===== config.mk =====
export PLATFORM = sky130hd
export DESIGN_NAME = gaus_sum_tree
export DESIGN_NICKNAME = d
export VERILOG_FILES = /design/src/rtl/gaus_pkg.sv /design/src/rtl/gaus_sum_tree.sv
export SDC_FILE = /design/constraint.sdc
export NUM_CORES = 1
export LEC_CHECK = 0
export BUFFER_PORTS_ARGS = -buffer_cell sky130_fd_sc_hd__buf_4
export CAP_MARGIN = 20
export CORE_ASPECT_RATIO = 1.75
export CORE_MARGIN = 1
export CORE_UTILIZATION = 54
export CTS_CLUSTER_SIZE = 30
export DETAILED_ROUTE_END_ITERATION = 12
export PLACE_DENSITY = 0.78
export SYNTH_ARGS = -nofsm -noshare
export SYNTH_HDL_FRONTEND = slang
export SYNTH_SLANG_ARGS = --single-unit

===== constraint.sdc =====
create_clock -name i_clk -period 3.11 [get_ports i_clk]
set_input_delay 0.4665 -clock i_clk [delete_from_list [all_inputs] [get_ports i_clk]]
set_output_delay 0.4665 -clock i_clk [all_outputs]
set_load 0.005 [all_outputs]

===== src/rtl/gaus_pkg.sv =====
// shared types and constants for the gaussian smoothing fir
// no dependencies
package gaus_pkg;

    localparam int SAMPLE_W    = 16;
    localparam int WEIGHT_W    = 17;
    localparam int NUM_WEIGHTS = 8;
    localparam int CFG_IDX_W   = 3;
    localparam int PROD_W      = SAMPLE_W + WEIGHT_W;
    // up to 16 taps: four guard bits over a single product
    localparam int ACC_W       = PROD_W + 4;
    localparam int FRAC_SHIFT  = 16;
    localparam int ROUND_BIAS  = 32768;
    localparam int SAT_MAX     = 32767;
    localparam int SAT_MIN     = -32768;
    localparam int WEIGHT0_RST = 65536;

    typedef logic signed [SAMPLE_W-1:0] t_sample;
    typedef logic        [WEIGHT_W-1:0] t_weight;
    typedef logic signed [PROD_W-1:0]   t_prod;
    typedef logic signed [ACC_W-1:0]    t_acc;

    typedef struct packed {
        logic shift;  // a new sample enters the window
        logic adv;    // the pipeline moves one stage
    } t_cell_ctl;

endpackage


===== src/rtl/gaus_sum_tree.sv =====
// registered pairwise adder tree over the tap products
// depends on gaus_pkg
module gaus_sum_tree #(
    parameter int N = 15
) (
    input  logic            i_clk,
    input  logic            i_adv,
    input  gaus_pkg::t_prod i_prod [N],
    output gaus_pkg::t_acc  o_sum
);

    localparam int LVL  = (N > 1) ? $clog2(N) : 0;
    localparam int NPAD = 1 << LVL;
    localparam int NREG = (LVL > 0) ? LVL : 1;

    gaus_pkg::t_acc w_leaf [NPAD];
    gaus_pkg::t_acc r_node [NREG][NPAD];

    // pad to a power of two with zeros
    always_comb begin
        for (int i = 0; i < NPAD; i++) begin
            w_leaf[i] = (i < N) ? gaus_pkg::t_acc'(i_prod[i]) : '0;
        end
    end

    always_ff @(posedge i_clk) begin
        if (i_adv) begin
            for (int l = 0; l < LVL; l++) begin
                for (int i = 0; i < NPAD / 2; i++) begin
                    if (i < (NPAD >> (l + 1))) begin
                        if (l == 0) begin
                            r_node[l][i] <= w_leaf[2*i] + w_leaf[2*i+1];
                        end else begin
                            r_node[l][i] <= r_node[l-1][2*i] + r_node[l-1][2*i+1];
                        end
                    end
                end
            end
        end
    end

    generate
        if (LVL == 0) begin : g_single
            assign o_sum = w_leaf[0];
        end else begin : g_tree
            assign o_sum = r_node[LVL-1][0];
        end
    endgenerate

endmodule


==> results of run 1 <==
kinds of logic (layout without fill, tap and decap cells):
family / after synthesis / after routing / share of synthesized area (%)
flip-flops: 530 / 530 / 39.7
multiplexers: 2 / 2 / 0.0500
AND/OR/NAND/NOR: 876 / 876 / 10.7
other: 0 / 8 / 0
XOR/XNOR: 419 / 419 / 9.16
buffers and inverters: 253 / 1412 / 2.72
AO/OA/AOI/OAI: 1385 / 1385 / 22.2
adder cells (fa/ha/maj): 489 / 489 / 15.5
worst max-delay path by stage:
stage / end / slack, ps / cells after the start
floorplan: r_node[1][591] / -3 / 12
global placement: r_node[0][216] / -660 / 13
detailed placement: r_node[0][216] / -650 / 12
CTS: r_node[0][544] / -300 / 14
global route: r_node[0][548] / -450 / 14
finish: r_node[0][548] / -380 / 14
power groups by stage:
stage	Combinational (mW)	Clock, mW	Sequential (mW)
floorplan	13.6	0	11.7
global placement	21.0	0	12.3
detailed placement	21.3	0	12.3
CTS	23.0	6.55	12.2
global route	26.4	6.79	12.4
finish	24.4	6.51	12.2
critical path, stage by stage (launching register included):
cell	delay (ps)
edfxtp_1	380
ha_2	230
fa_2	380
a21oi_2	170
nor2_2	70
o31a_1	300
a221oi_2	320
buf_4	190
o211ai_1	180
a221oi_2	280
buf_4	170
o31a_1	220
o21bai_1	90
a21oi_1	170
xnor2_1	120
timing repair:
action / CTS / global route
gates resized for setup: 147 / 118
setup endpoints to repair: 90 / 110
gates cloned: 0 / 0
hold buffers: 14 / 0
pin swaps: 96 / 119
buffers inserted: 61 / 32
endpoints found under the hold margin: 14 / 0
cells in the final DEF (no fill, tap or decap), types with 53 or more instances in the layout:
master     count
a21o_1       272
a21oi_1      405
buf_4       1132
clkbuf_16     53
edfxtp_1     530
ha_1         464
inv_1        151
nand2_1      192
nand2b_1      61
nand3_1       80
nand4_1       58
nor2_1       235
nor2b_1       63
o21a_1        59
o21ai_0      200
o21bai_1      75
xnor2_1      293
xor2_1       116
routing by layer:
metal  global-route usage [%]  wire (um)
met1                     31.6      43100
met2                     65.0      68500
met3                     4.39       5930
met4                     24.3      10300
met5                        0         29
stage by stage:
stage | util, % | worst slack [ps] | instances | cell area (sq um) | TNS, ps
floorplan | - | -3.30 | 3954 | 40100 | -3.30
global placement | 67.0 | -655 | 5870 | 49000 | -37370
detailed placement | 67.0 | -645 | 5870 | 49000 | -43700
CTS | 71.0 | -296 | 6028 | 51900 | -2840
global route | 71.9 | -450 | 6052 | 52600 | -8130
finish | 71.9 | -383 | 6052 | 52600 | -3960
final cells by class:
| type | count | area (sq um) |
|---|---|---|
| Fill cell | 5416 | 20500 |
| Antenna cell | 8 | 20.0 |
| Inverter | 151 | 567 |
| Tap cell | 931 | 1160 |
| Timing Repair Buffer | 1171 | 8970 |
| Clock buffer | 61 | 1360 |
| Sequential cell | 530 | 15900 |
| Clock inverter | 29 | 342 |
| Multi-Input combinational cell | 3171 | 24300 |
==> impl_metrics.toml, run 1 <==
[drt]
vias_per_cell = 5.95
wl_um = 128000
drt_iter0_drc = 2264
num_vias = 36000
drc = 0
ant_nets = 0
drt-pass1-iter-count = 5
wl_per_cell_um = 21.1

[placed_design]
dp_hpwl_um = 101000
portBuffers = 533
place_congestion = 1.01

[yosys]
synth_cell_types = 76
synth-seq-cells = 530
synth_area_leaders = "edfxtp_1 40%, ha_1 15%, xnor2_1 6.6%"
ys_top_cells_by_count = "530 x edfxtp_1, 475 x ha_1, 442 x a21oi_1"
synth-seq-area-share_pct = 39.7
yosysMostFrequentCell = "edfxtp_1"
synth_area_per_cell_sq_um = 10.1
synth_nets = 4940
synthArstFlopShare_pct = 0
netlist_area_sq_um = 40100
synth_top_area_share_pct = 39.7
synth-edff-count = 530
ys_warn_count = 0
yosys.area.top_type = "edfxtp_1"
synth_cells = 3954
synth_ff_type = "edfxtp_1"

[critical_path]
worst-r2r-cell-count = 14
reg2reg_to = "r_node[0][548]"
required_ps = 3480
arrival_ps = 3860
crit_fanout = 3
end_kind = "register"
cp-start-kind = "register"
crit_start = "r_node[0][185]"
reg2reg_from = "r_node[0][185]"
reg2reg_slack_ps = -380
crit_type = "reg -> reg"

[finish]
largest_reg_flops = 530
layout.nets = 6061
regMostFlops = "r_node"
reg.largest.list = "r_node x530"
drive_gt1_share_pct = 28.1
syn2layout_area_growth_pct = 31.2

[status]
status = "finished with violations"
violations = "setup timing"

[pwr]
peakVddDrop_mv = 0.581
p_per_area_nw_per_um2 = 820
switching_share_pct = 38.5
seq_power_share_pct = 28.4
pwr-share-comb_pct = 56.5
p_clk_share_pct = 15.1
leakage_nw = 23.4
p_int_mw = 26.5
switching_power_mw = 16.6
finalPower_mw = 43.1

[die]
die_area_sq_um = 75400
coreArea_sq_um = 73100
ios = 534
start_util_pct = 54.8
die_w_um = 208
row_count = 131
die_h_um = 362

[timing]
hold_viol = 0
slew_violations = 0
slew_headroom_pct = 40.0
fin_skew_ps = 39.1
min_period_ps = 3490
holdWs_ps = 26.0
setup_viol = 34
max_clock_freq_ghz = 0.286
grt_setup_unrepaired = "true"
worst_pin_slew_ps = 877
fin_ws_ps = -383
fin_crit_sh_pct = 112

[min_path]
min_path_cells = 1
whs_endpoint = "r_node[0][5]"
hp-class = "in -> reg"
worstHoldStart = "i_prod[5]"

[clock_network]
cts_buffers = 50
cts-root-buf = "clkbuf_16"
clkLatencyLatePin_ps = 630
clk_pin_slew_ps = 70
cts_max_level = 2
clockBufferDepth = 3
numClockSinks = 530
cts_tree = "done"

[grt]
grt_pass1_wl_um = 195000
grt_max_degree = 73
grt_pass1_vias = 37300
gr-usage-all-layers_pct = 33.4
antenna_found_initial = 11
grt_remaining_overflow = 0

[run]
cap_viol_max_count = 0
(Power assumes the default switching activity.)
==> inputs of run 2 (changes only) <==
--- a/config.mk
+++ b/config.mk
@@ -5,11 +5,12 @@
 export SDC_FILE = /design/constraint.sdc
 export NUM_CORES = 1
 export LEC_CHECK = 0
+export ABC_AREA = 1
 export BUFFER_PORTS_ARGS = -buffer_cell sky130_fd_sc_hd__buf_4
 export CAP_MARGIN = 20
 export CORE_ASPECT_RATIO = 1.75
 export CORE_MARGIN = 1
-export CORE_UTILIZATION = 54
+export CORE_UTILIZATION = 55
 export CTS_CLUSTER_SIZE = 30
 export DETAILED_ROUTE_END_ITERATION = 12
 export PLACE_DENSITY = 0.78
==> run 2 against run 1 <==
Sequential share of layout area decreased by 2.6 points. Clock power increased by 2%. Count of clock-buffer cells in the layout down 5. Die area rose by 22%. Global-route usage increased by 1.1 points. The flow now finishes without violations. Fmax is 46% higher. Final area grew 9.3%. Synthesized cell count rose by 85%. Via count up 35%.
==> impl_metrics.toml, run 2 <==
[clock_network]
cts_buffers = 51
clkLatencyLatePin_ps = 650
cts_max_level = 2
cts-root-buf = "clkbuf_16"
clk_pin_slew_ps = 70
clockBufferDepth = 3
numClockSinks = 530
cts_tree = "done"

[yosys]
synth-seq-area-share_pct = 31.8
synth-seq-cells = 530
synth_ff_type = "edfxtp_1"
netlist_area_sq_um = 50000
yosysMostFrequentCell = "nand2_1"
ys_top_cells_by_count = "2556 x nand2_1, 1251 x inv_1, 695 x nor2_1"
synth_area_per_cell_sq_um = 6.82
synth_cell_types = 29
synthArstFlopShare_pct = 0
synth_area_leaders = "edfxtp_1 32%, nand2_1 19%, ha_1 12%"
synth-edff-count = 530
synth_top_area_share_pct = 31.8
ys_warn_count = 0
synth_nets = 8320
synth_cells = 7334
yosys.area.top_type = "edfxtp_1"

[critical_path]
cp_slowest_cell = "fa_1"
critical_path.cell_chain = "ha_1 > fa_1 > nand3_1 > nand3_1 > nand2_1 > nand3_2 > nand2_1 > nand2_2 > nand2_1 > nand2_1 > nand2_1 > nand2_1"
path_buf_inv = 0
path_common_cell = "nand2_1"
crit_fanout = 5
critPathMaxStageDelay_ps = 460
end_kind = "register"
crit_type = "reg -> reg"
arrival_ps = 2810
reg2reg_slack_ps = 720
cp-start-kind = "register"
crit_family = "simple AND/OR/NAND/NOR gates"
required_ps = 3530

[drt]
ant_nets = 0
drt_iter0_drc = 2727
vias_per_cell = 5.30
drc = 0
wl_per_cell_um = 17.7
wl_um = 162000
num_vias = 48500
drt-pass1-iter-count = 6

[run]
cap_viol_max_count = 0

[timing]
hold_viol = 0
fin_skew_ps = 39.9
fin_crit_sh_pct = 76.9
holdWs_ps = 32.4
max_clock_freq_ghz = 0.418
grt_setup_unrepaired = "false"
worst_pin_slew_ps = 784
min_period_ps = 2390
slew_violations = 0
setup-tns-final_ps = 0
setup_viol = 0
slew_headroom_pct = 47.5

[die]
start_util_pct = 55.4
coreArea_sq_um = 90200
ios = 534
die_area_sq_um = 92200
die_h_um = 401
die_w_um = 230
row_count = 146

[finish]
final-seq-area_sq_um = 15900
final_cell_mix = "2556 x nand2_1, 1251 x inv_1, 695 x nor2_1, 545 x buf_4, 530 x edfxtp_1"
multi_input_area_sq_um = 29100
layout_commonest_cell = "nand2_1"
layout.nets = 8911
syn2layout_area_growth_pct = 14.9
reg.largest.list = "r_node x530"
n_fill_cell = 8498
drive_gt1_share_pct = 10.9
regMostFlops = "r_node"
largest_reg_flops = 530

[grt]
grt_pass1_vias = 47800
antenna_found_initial = 9
gr-usage-all-layers_pct = 34.5
grt_remaining_overflow = 0
grt_pass1_wl_um = 247000
grt_max_degree = 102

[status]
status = "complete, no violations"

[min_path]
hp-class = "in -> reg"

[placed_design]
place_congestion = 1.05
portBuffers = 533
dp_hpwl_um = 140000

[pwr]
p_per_area_nw_per_um2 = 711
leakage_nw = 30.5
peakVddDrop_mv = 0.443
[run 2: worst register-to-register path, stage by stage (launching register included)]
cell	delay [ps]
edfxtp_1	370
ha_1	260
fa_1	460
nand3_1	120
nand3_1	200
nand2_1	140
nand3_2	90
nand2_1	100
nand2_2	110
nand2_1	130
nand2_1	70
nand2_1	60
nand2_1	40
[run 2: stage by stage]
| step | area, sq um | cells | power [mW] | utilization (%) | setup slack [ps] |
|---|---|---|---|---|---|
| final | 57500 | 9157 | 40.8 | 63.7 | 717 |
| after CTS | 57500 | 9150 | 40.8 | 63.7 | 701 |
| after detailed placement | 55500 | 9033 | 34.1 | 61.5 | 510 |
| after global placement | 55500 | 9033 | 33.8 | 61.5 | 543 |
| after global routing | 57500 | 9155 | 43.5 | 63.7 | 561 |
| after floorplan | 50000 | 7334 | 26.5 | - | 1060 |
[run 2: power by group]
group	switching [mW]	internal (mW)	total (mW)	leakage, nW
Combinational	14.9	7.42	22.3	24.4
Sequential	1.03	10.9	11.9	5.20
Clock	2.95	3.67	6.62	0.838
Total	18.9	22.0	40.8	30.5
[run 2: area by class of cell]
type	instances	share of cell area [%]
Antenna cell	7	0.0305
Clock buffer	56	2.25
Clock inverter	38	0.829
Inverter	1254	8.19
Multi-Input combinational cell	5513	50.7
Sequential cell	530	27.7
Tap cell	1184	2.58
Timing Repair Buffer	575	7.75
[run 2: worst paths after layout]
check,start,to,cells after the start
setup / recovery,r_node[0][444],r_node[1][254],12
hold / removal,i_prod[14],r_node[0][14],1
setup reg to reg,r_node[0][444],r_node[1][254],12
hold reg to reg,r_node[0][37],r_node[0][444],1
[run 2: what timing repair did]
item	in CTS	in global routing
setup buffers	0	0
endpoints found under the hold margin	23	0
hold buffers	23	0
resized for setup	0	0
[run 2: logic make-up (layout without fill, tap and decap cells)]
kind of cell / after synthesis / after routing / synth area share, %
DFF: 530 / 530 / 31.8
other: 0 / 7 / 0
xor gates and xnor gates: 247 / 247 / 4.32
AOI/OAI and AO/OA: 783 / 783 / 8.37
buffers and inverters: 1291 / 1923 / 9.96
adders and majority gates: 489 / 489 / 12.4
and+or+nand+nor: 3994 / 3994 / 33.1
[run 2: layer usage]
layer	up-vias	routed length (um)	share of wire, %	GRT usage, %
met4	4	11700	7.2	22.0
met3	493	6540	4.0	3.31
met2	1493	86400	53	67.0
li1	24600	-	-	-
met5	-	23	0.014	0
met1	21900	57300	35	34.3
