===== src/rtl/gaus_pkg.sv =====
// shared types and constants for the gaussian smoothing fir
// no dependencies
package gaus_pkg;

    localparam int SAMPLE_W    = 16;
    localparam int WEIGHT_W    = 17;
    localparam int NUM_WEIGHTS = 8;
    localparam int CFG_IDX_W   = 3;
    localparam int PROD_W      = SAMPLE_W + WEIGHT_W;
    // up to 16 taps: four guard bits over a single product
    localparam int ACC_W       = PROD_W + 4;
    localparam int FRAC_SHIFT  = 16;
    localparam int ROUND_BIAS  = 32768;
    localparam int SAT_MAX     = 32767;
    localparam int SAT_MIN     = -32768;
    localparam int WEIGHT0_RST = 65536;

    typedef logic signed [SAMPLE_W-1:0] t_sample;
    typedef logic        [WEIGHT_W-1:0] t_weight;
    typedef logic signed [PROD_W-1:0]   t_prod;
    typedef logic signed [ACC_W-1:0]    t_acc;

    typedef struct packed {
        logic shift;  // a new sample enters the window
        logic adv;    // the pipeline moves one stage
    } t_cell_ctl;

endpackage


===== src/rtl/gaus_tap_cell.sv =====
// one window cell: holds a sample, passes it to its older neighbor,
// and registers the product with its tap weight; depends on gaus_pkg
module gaus_tap_cell (
    input  logic                i_clk,
    input  logic                i_rst_n,
    input  gaus_pkg::t_cell_ctl i_ctl,
    input  gaus_pkg::t_sample   i_sample,
    input  gaus_pkg::t_weight   i_weight,
    output gaus_pkg::t_sample   o_sample,
    output gaus_pkg::t_prod     o_prod
);

    gaus_pkg::t_sample r_sample;
    gaus_pkg::t_prod   r_prod;

    always_ff @(posedge i_clk) begin
        if (!i_rst_n) begin
            r_sample <= '0;
        end else if (i_ctl.shift) begin
            r_sample <= i_sample;
        end
    end

    // weight is unsigned, so zero-extend it before the signed multiply
    always_ff @(posedge i_clk) begin
        if (i_ctl.adv) begin
            r_prod <= gaus_pkg::PROD_W'(r_sample * $signed({1'b0, i_weight}));
        end
    end

    assign o_sample = r_sample;
    assign o_prod   = r_prod;

endmodule


===== config.mk =====
export PLATFORM = sky130hd
export DESIGN_NAME = gaus_tap_cell
export DESIGN_NICKNAME = d
export VERILOG_FILES = /design/src/rtl/gaus_pkg.sv /design/src/rtl/gaus_tap_cell.sv
export SDC_FILE = /design/constraint.sdc
export NUM_CORES = 1
export LEC_CHECK = 0
export BUFFER_PORTS_ARGS = -buffer_cell sky130_fd_sc_hd__buf_2
export CELL_PAD_IN_SITES_DETAIL_PLACEMENT = 1
export CELL_PAD_IN_SITES_GLOBAL_PLACEMENT = 2
export CORE_ASPECT_RATIO = 0.7
export CORE_MARGIN = 1
export CORE_UTILIZATION = 40
export DETAILED_ROUTE_END_ITERATION = 10
export GPL_TIMING_DRIVEN = 0
export PLACE_DENSITY_LB_ADDON = 0.1
export SYNTH_ARGS = -nofsm -noshare
export SYNTH_HDL_FRONTEND = slang
export SYNTH_SLANG_ARGS = --single-unit

===== constraint.sdc =====
create_clock -name i_clk -period 10.6 [get_ports i_clk]
set_clock_uncertainty 0.2 [all_clocks]
set_input_delay 3.18 -clock i_clk [delete_from_list [all_inputs] [get_ports i_clk]]
set_output_delay 3.18 -clock i_clk [all_outputs]
set_load 0.02 [all_outputs]

==> flow_summary_export.csv, run 1 <==
group,metric,value,unit
logic_synthesis,yosys.area.top_type_share,38.8,%
drt,drtIter0Drc,468,
global_routing,grt_pass1_vias,8469,
die,io_pins,86,
clock_tree,h-tree-depth,2,
critical_path,critical_path_class,"primary input to flop",
global_routing,grt_overflow,0,
critical_path,cp.arrival,9.42,ns
logic_synthesis,synth_area_per_cell,9.47,sq um
final_layout,regArea,1310,sq um
timing,finalSetupViolations,0,
drt,antenna_left,0,
logic_synthesis,ys_warn_count,0,
logic_synthesis,synthFlopType,"edfxtp_1",
timing,hold_slack,0.516,ns
logic_synthesis,synth_edf_count,33,
clock_tree,hold_buffers,0,
die,die_w,198,microns
die,num_rows,49,
placement,dp_hpwl,28.1,mm
die,start_util,41.2,%
placement,dp_cells,1576,
logic_synthesis,async_flop_share,0,%
critical_path,cp-end-kind,"flop",
final_layout,layout.cells.non_filler,1586,
clock_tree,cts_buffers,5,
placement,portBuffers,84,
drt,routed-via-count,7799,
final_layout,drive_gt1_share,8.15,%
final_layout,fin_util,45.1,%
power,p_int,0.000864,W
logic_synthesis,synth-seq-cells,49,
clock_tree,clk_latency,0.32,ns
timing,layout_min_cycle_time,9.56,ns
logic_synthesis,ys_types,44,
logic_synthesis,synth_area,10700,sq um
final_layout,n_fill_cell,3105,
clock_tree,clock-sinks,49,
power,power_switching,0.000893,W
logic_synthesis,netlist_top_cells_area,"fa_1 39%, ha_1 14%, edfxtp_1 9.2%",
flow_run,cap_viol_max_count,0,
drt,wl_per_cell,21.3,microns
clock_tree,clk_pin_slew,0.08,ns
min_path,hold_path.class,"flop to flop",
logic_synthesis,synth_common_cells,"247 x inv_1, 208 x fa_1, 140 x nand2_1",
power,power.density,149,nW/um^2
clock_tree,post-cts-setup-buffer-count,0,
global_routing,grt_pass1_wl,53.7,mm
timing,hold_violations,0,
drt,routed_via_density,4.92,
drt,drt_pass1_iterations,5,
logic_synthesis,yosysSeqAreaShare,12.2,%
clock_tree,clockRootBuffer,"clkbuf_16",
logic_synthesis,yosysTopAreaCell,"fa_1",
timing,fin_tns_setup,0,ns
global_routing,grt_start_max_net_pins,34,
logic_synthesis,yosysMostFrequentCell,"inv_1",
power,leakagePower,5.93,nW
global_routing,groute.usage.overall,26.9,%
final_layout,nNetsFinal,1590,
power,peakVddDrop,152,uV
timing,rsz0062_at_grt,"no",
timing,tightest_slew,0.884,ns
power,clkPwrFrac,10.0,%
timing,finalMaxSlewViolations,0,
die,die_area,27500,sq um
clock_tree,cts_resized,0,
critical_path,cp.required,10.45,ns
timing,relSlewSlack,41.0,%
placement,globalplace.congestion,0.910,
timing,fmax,105,MHz
die,core_area,26100,sq um
power,power_frac_comb,71.9,%
critical_path,critPathMaxFanout,10,
logic_synthesis,synthesis.nets,1499,
clock_tree,cts_tree,"done",
outcome,status,"finished clean",
final_layout,area_growth,9.47,%
logic_synthesis,syn_inst,1135,
die,die_y,139,microns
drt,wl,33.8,mm
clock_tree,cts_buffer_depth,2,
power,swShare,50.8,%
drt,remaining_drc_errors,0,
critical_path,start_kind,"primary input",
global_routing,grt_antenna_before_repair,2,
timing,fin_crit_sh,90.2,%
power,pwr-share-seq,18.1,%
final_layout,multi_input_area,8350,sq um
==> cells in the final DEF, fill, tap and decap left out, types with 3 or more instances in the layout <==
master and n:
nand4_1 3, nor2_1 24, nand3_1 4, buf_2 84, nor3_1 3, nand2b_1 8
and2_1 138, inv_1 247, ha_1 119, clkbuf_1 41, o21ai_0 15, a211oi_1 5
nand2_1 140, edfxtp_1 33, mux2i_1 16, fa_1 208, clkbuf_16 5, dfxtp_1 16
a21o_1 8, xor2_1 13, xnor2_1 17, o21a_1 5, a21oi_1 23, nor2b_1 18
==> layout make-up <==
class / instances / area share, %
multi-input combinational: 797 / 71.0
sequential: 49 / 11.1
inverter: 248 / 7.91
tap: 357 / 3.80
timing repair buffer: 84 / 3.57
buffer: 41 / 1.31
clock buffer: 5 / 1.06
clock inverter: 3 / 0.170
antenna: 2 / 0.0426
==> path summary, 6_finish.rpt <==
path                            startpoint                  endpoint  slack, ns  cells past startpoint
setup / recovery              i_weight[10]      o_prod[30]$_DFFE_PP_       1.04                     21
hold / removal    o_sample[0]$_SDFFE_PN0P_  o_sample[0]$_SDFFE_PN0P_       0.52                      2
setup reg to reg  o_sample[7]$_SDFFE_PN0P_      o_prod[32]$_DFFE_PP_       3.27                     22
hold reg to reg   o_sample[0]$_SDFFE_PN0P_  o_sample[0]$_SDFFE_PN0P_       0.52                      2
==> layer usage <==
layer,routed length (microns),track usage [%],up-vias
li1,-,-,3617
met1,17900,43.9,3951
met2,12800,34.7,211
met3,2860,8.22,18
met4,234,2.86,2
met5,13,0,-
==> metrics by stage <==
| step | instance area (sq um) | setup slack [ns] | power [W] |
|---|---|---|---|
| floorplan | 10700 | 1.95 | 0.00117 |
| global placement | 11600 | 0.642 | 0.00158 |
| detailed placement | 11600 | 0.691 | 0.00157 |
| CTS | 11800 | 1.00 | 0.00178 |
| global route | 11800 | 0.704 | 0.00195 |
| finish | 11800 | 1.04 | 0.00176 |
==> registers in the layout (all words and copies together), names as in the netlist <==
name,count
o_prod,33
o_sample,16
==> cell families (layout without fill, tap and decap cells) <==
family / count (synthesis) / after routing / share of synthesized area (%)
adders and majority gates: 327 / 327 / 52.6
AOI/OAI and AO/OA: 80 / 80 / 4.96
buffers and inverters: 289 / 381 / 10.1
DFF: 49 / 49 / 12.2
xor gates and xnor gates: 30 / 30 / 2.45
other: 0 / 2 / 0
muxes: 16 / 16 / 1.49
and+or+nand+nor: 344 / 344 / 16.2
==> power by group through the flow <==
stage                     Combinational (W)  Clock (W)  Sequential (W)
after detailed placement            0.00124          0        0.000321
after global placement              0.00125          0        0.000322
after CTS                           0.00127   0.000184        0.000319
after floorplan                    0.000793          0        0.000380
final                               0.00126   0.000175        0.000319
after global routing                0.00144   0.000189        0.000324
==> critical path, stage by stage <==
cell	delay (ns)
buf_2	0.22
clkbuf_1	0.55
nand2_1	0.18
fa_1	0.55
fa_1	0.48
fa_1	0.55
inv_1	0.05
fa_1	0.49
fa_1	0.49
inv_1	0.05
fa_1	0.59
inv_1	0.07
ha_1	0.35
and2_1	0.20
nand4_1	0.15
a21oi_1	0.27
nor3_1	0.08
o21ai_0	0.36
a31oi_1	0.22
o21ai_0	0.26
xor2_1	0.10
No activity file was read; power rests on OpenSTA's default activity.
==> run 2: changes to the inputs <==
--- a/config.mk
+++ b/config.mk
@@ -10,10 +10,10 @@
 export CELL_PAD_IN_SITES_GLOBAL_PLACEMENT = 2
 export CORE_ASPECT_RATIO = 0.7
 export CORE_MARGIN = 1
-export CORE_UTILIZATION = 40
+export CORE_UTILIZATION = 36
 export DETAILED_ROUTE_END_ITERATION = 10
 export GPL_TIMING_DRIVEN = 0
-export PLACE_DENSITY_LB_ADDON = 0.1
+export PLACE_DENSITY = 0.76
 export SYNTH_ARGS = -nofsm -noshare
 export SYNTH_HDL_FRONTEND = slang
 export SYNTH_SLANG_ARGS = --single-unit
==> constraint.sdc (replaced) <==
create_clock -name i_clk -period 7.9 [get_ports i_clk]
set_clock_uncertainty 0.2 [all_clocks]
set_input_delay 2.37 -clock i_clk [delete_from_list [all_inputs] [get_ports i_clk]]
set_output_delay 2.37 -clock i_clk [all_outputs]
set_load 0.02 [all_outputs]
==> flow_summary_export.csv, run 2 (synthesized netlist as in run 1, its figures left out) <==
group,metric,value,unit
critical_path,critPathBufInv,4,
clock_tree,clk_latency,0.33,ns
timing,finalMaxSlewViolations,0,
die,io_pins,86,
drt,drt_pass1_iterations,5,
placement,portBuffers,84,
critical_path,slowest_stage,"fa_1",
critical_path,crit_family,"adder cells",
final_layout,layout_common_cells,"244 x inv_1, 197 x fa_1, 139 x nand2_1",
flow_run,cap_viol_max_count,0,
drt,routed_via_density,4.92,
global_routing,grt_overflow,0,
critical_path,start_kind,"primary input",
power,p_total,0.00264,W
critical_path,timing.rr.start,"o_sample[8]$_SDFFE_PN0P_",
critical_path,cp.arrival,7.62,ns
clock_tree,clockRootBuffer,"clkbuf_16",
timing,fin_crit_sh,98.2,%
outcome,status,"finished clean",
final_layout,drive_gt1_share,14.5,%
final_layout,largest_reg_flops,33,
timing,layout_min_cycle_time,7.76,ns
power,leakagePower,6.19,nW
critical_path,critPathLaunch,"i_weight[7]",
global_routing,grt_antenna_before_repair,2,
critical_path,critPathMaxFanout,7,
placement,dp_hpwl,28.6,mm
clock_tree,cts_buffer_depth,2,
critical_path,r2r_cells,23,
clock_tree,cts_tree,"done",
global_routing,grt_start_max_net_pins,34,
critical_path,cp.required,7.76,ns
timing,rsz0062_at_grt,"yes",
drt,wl_per_cell,21.2,microns
final_layout,area_growth,16.1,%
timing,hold_slack,0.522,ns
min_path,worst_hold_startpoint,"o_sample[1]$_SDFFE_PN0P_",
clock_tree,clock-sinks,49,
global_routing,groute.usage.overall,24.0,%
power,peakVddDrop,183,uV
final_layout,final_common_cell,"inv_1",
timing,relSlewSlack,39.8,%
global_routing,grt_pass1_wl,54.1,mm
clock_tree,clk_pin_slew,0.07,ns
power,power.density,212,nW/um^2
timing,fmax,129,MHz
critical_path,path_depth,19,
critical_path,path_cells,"buf_6 -> clkbuf_16 -> buf_12 -> nand2_1 -> fa_1 -> fa_1 -> fa_2 -> fa_1 -> inv_1 -> fa_1 -> fa_1 -> ha_4 -> a21o_1 -> a21oi_4 -> o211ai_2 -> a31o_1 -> a31o_4 -> a311oi_2 -> xnor2_1",
die,die_w,208,microns
drt,antenna_left,0,
die,die_y,147,microns
min_path,hold_depth,2,
die,start_util,36.9,%
clock_tree,h-tree-depth,2,
clock_tree,cts_buffers,5,
placement,globalplace.congestion,0.927,
timing,hold_violations,0,
drt,wl,34.4,mm
min_path,hold_path.class,"flop to flop",
die,num_rows,52,
drt,drtIter0Drc,400,
drt,routed-via-count,7978,
critical_path,path_common_cell,"fa_1",
timing,tightest_slew,0.903,ns
timing,finalSetupViolations,0,
die,die_area,30500,sq um
die,core_area,29100,sq um
final_layout,nNetsFinal,1607,
critical_path,cp-end-kind,"flop",
drt,remaining_drc_errors,0,
critical_path,critical_path_class,"primary input to flop",
global_routing,grt_pass1_vias,8707,
critical_path,max_stage_delay,0.56,ns
==> run 2: stage by stage <==
stage                     worst slack (ns)  std cells  setup TNS, ns  util (%)  cell area [sq um]
after global routing               -0.0129       1622        -0.0192      42.8              12500
after floorplan                     0.0588       1135              0         -              10700
after CTS                         -0.00971       1609       -0.00971      42.0              12200
after detailed placement             -1.24       1597         -16.84      39.9              11600
final                                0.139       1623              0      42.8              12500
after global placement               -1.27       1597         -16.94      39.9              11600
==> run 2: final timing paths <==
check	end	slack, ns
max reg2reg	o_prod[26]$_DFFE_PP_	0.98
min reg2reg	o_sample[1]$_SDFFE_PN0P_	0.52
min	o_sample[1]$_SDFFE_PN0P_	0.52
max	o_prod[27]$_DFFE_PP_	0.14
==> run 2: tightest hold or removal path: cells and delay by family (launching register included) <==
kind	cells	cell delay (ns)
mux	1	0.18
flops	1	0.44
simple gates	1	0.06
==> run 2: what timing repair did <==
| action | 4_1_cts | 5_1_grt |
|---|---|---|
| setup endpoints to repair | 20 | 10 |
| pin swaps | 14 | 24 |
| hold buffers | 0 | 0 |
| gates resized for setup | 91 | 48 |
| cloned | 0 | 2 |
| setup buffers | 6 | 15 |
==> run 2: area by class of cell <==
| type | count | area [sq um] |
|---|---|---|
| antenna | 1 | 2.50 |
| timing repair buffer | 107 | 699 |
| buffer | 35 | 308 |
| clock inverter | 3 | 50.0 |
| multi-input combinational | 797 | 8570 |
| inverter | 248 | 931 |
| sequential | 49 | 1310 |
| clock buffer | 5 | 125 |
| tap | 378 | 473 |
| fill | 3362 | 16700 |
==> run 2: metal layers <==
layer  part of all wire [%]  track usage (%)
met3                    8.6             8.00
met5                   0.25             2.04
met1                     51             37.4
met2                     39             32.0
met4                   0.86             3.11
==> run 2: report_power, final <==
| part | internal, W | switching (W) |
|---|---|---|
| combinational | 0.000798 | 0.00114 |
| clock | 0.000153 | 0.000123 |
| sequential | 0.000396 | 0.0000317 |
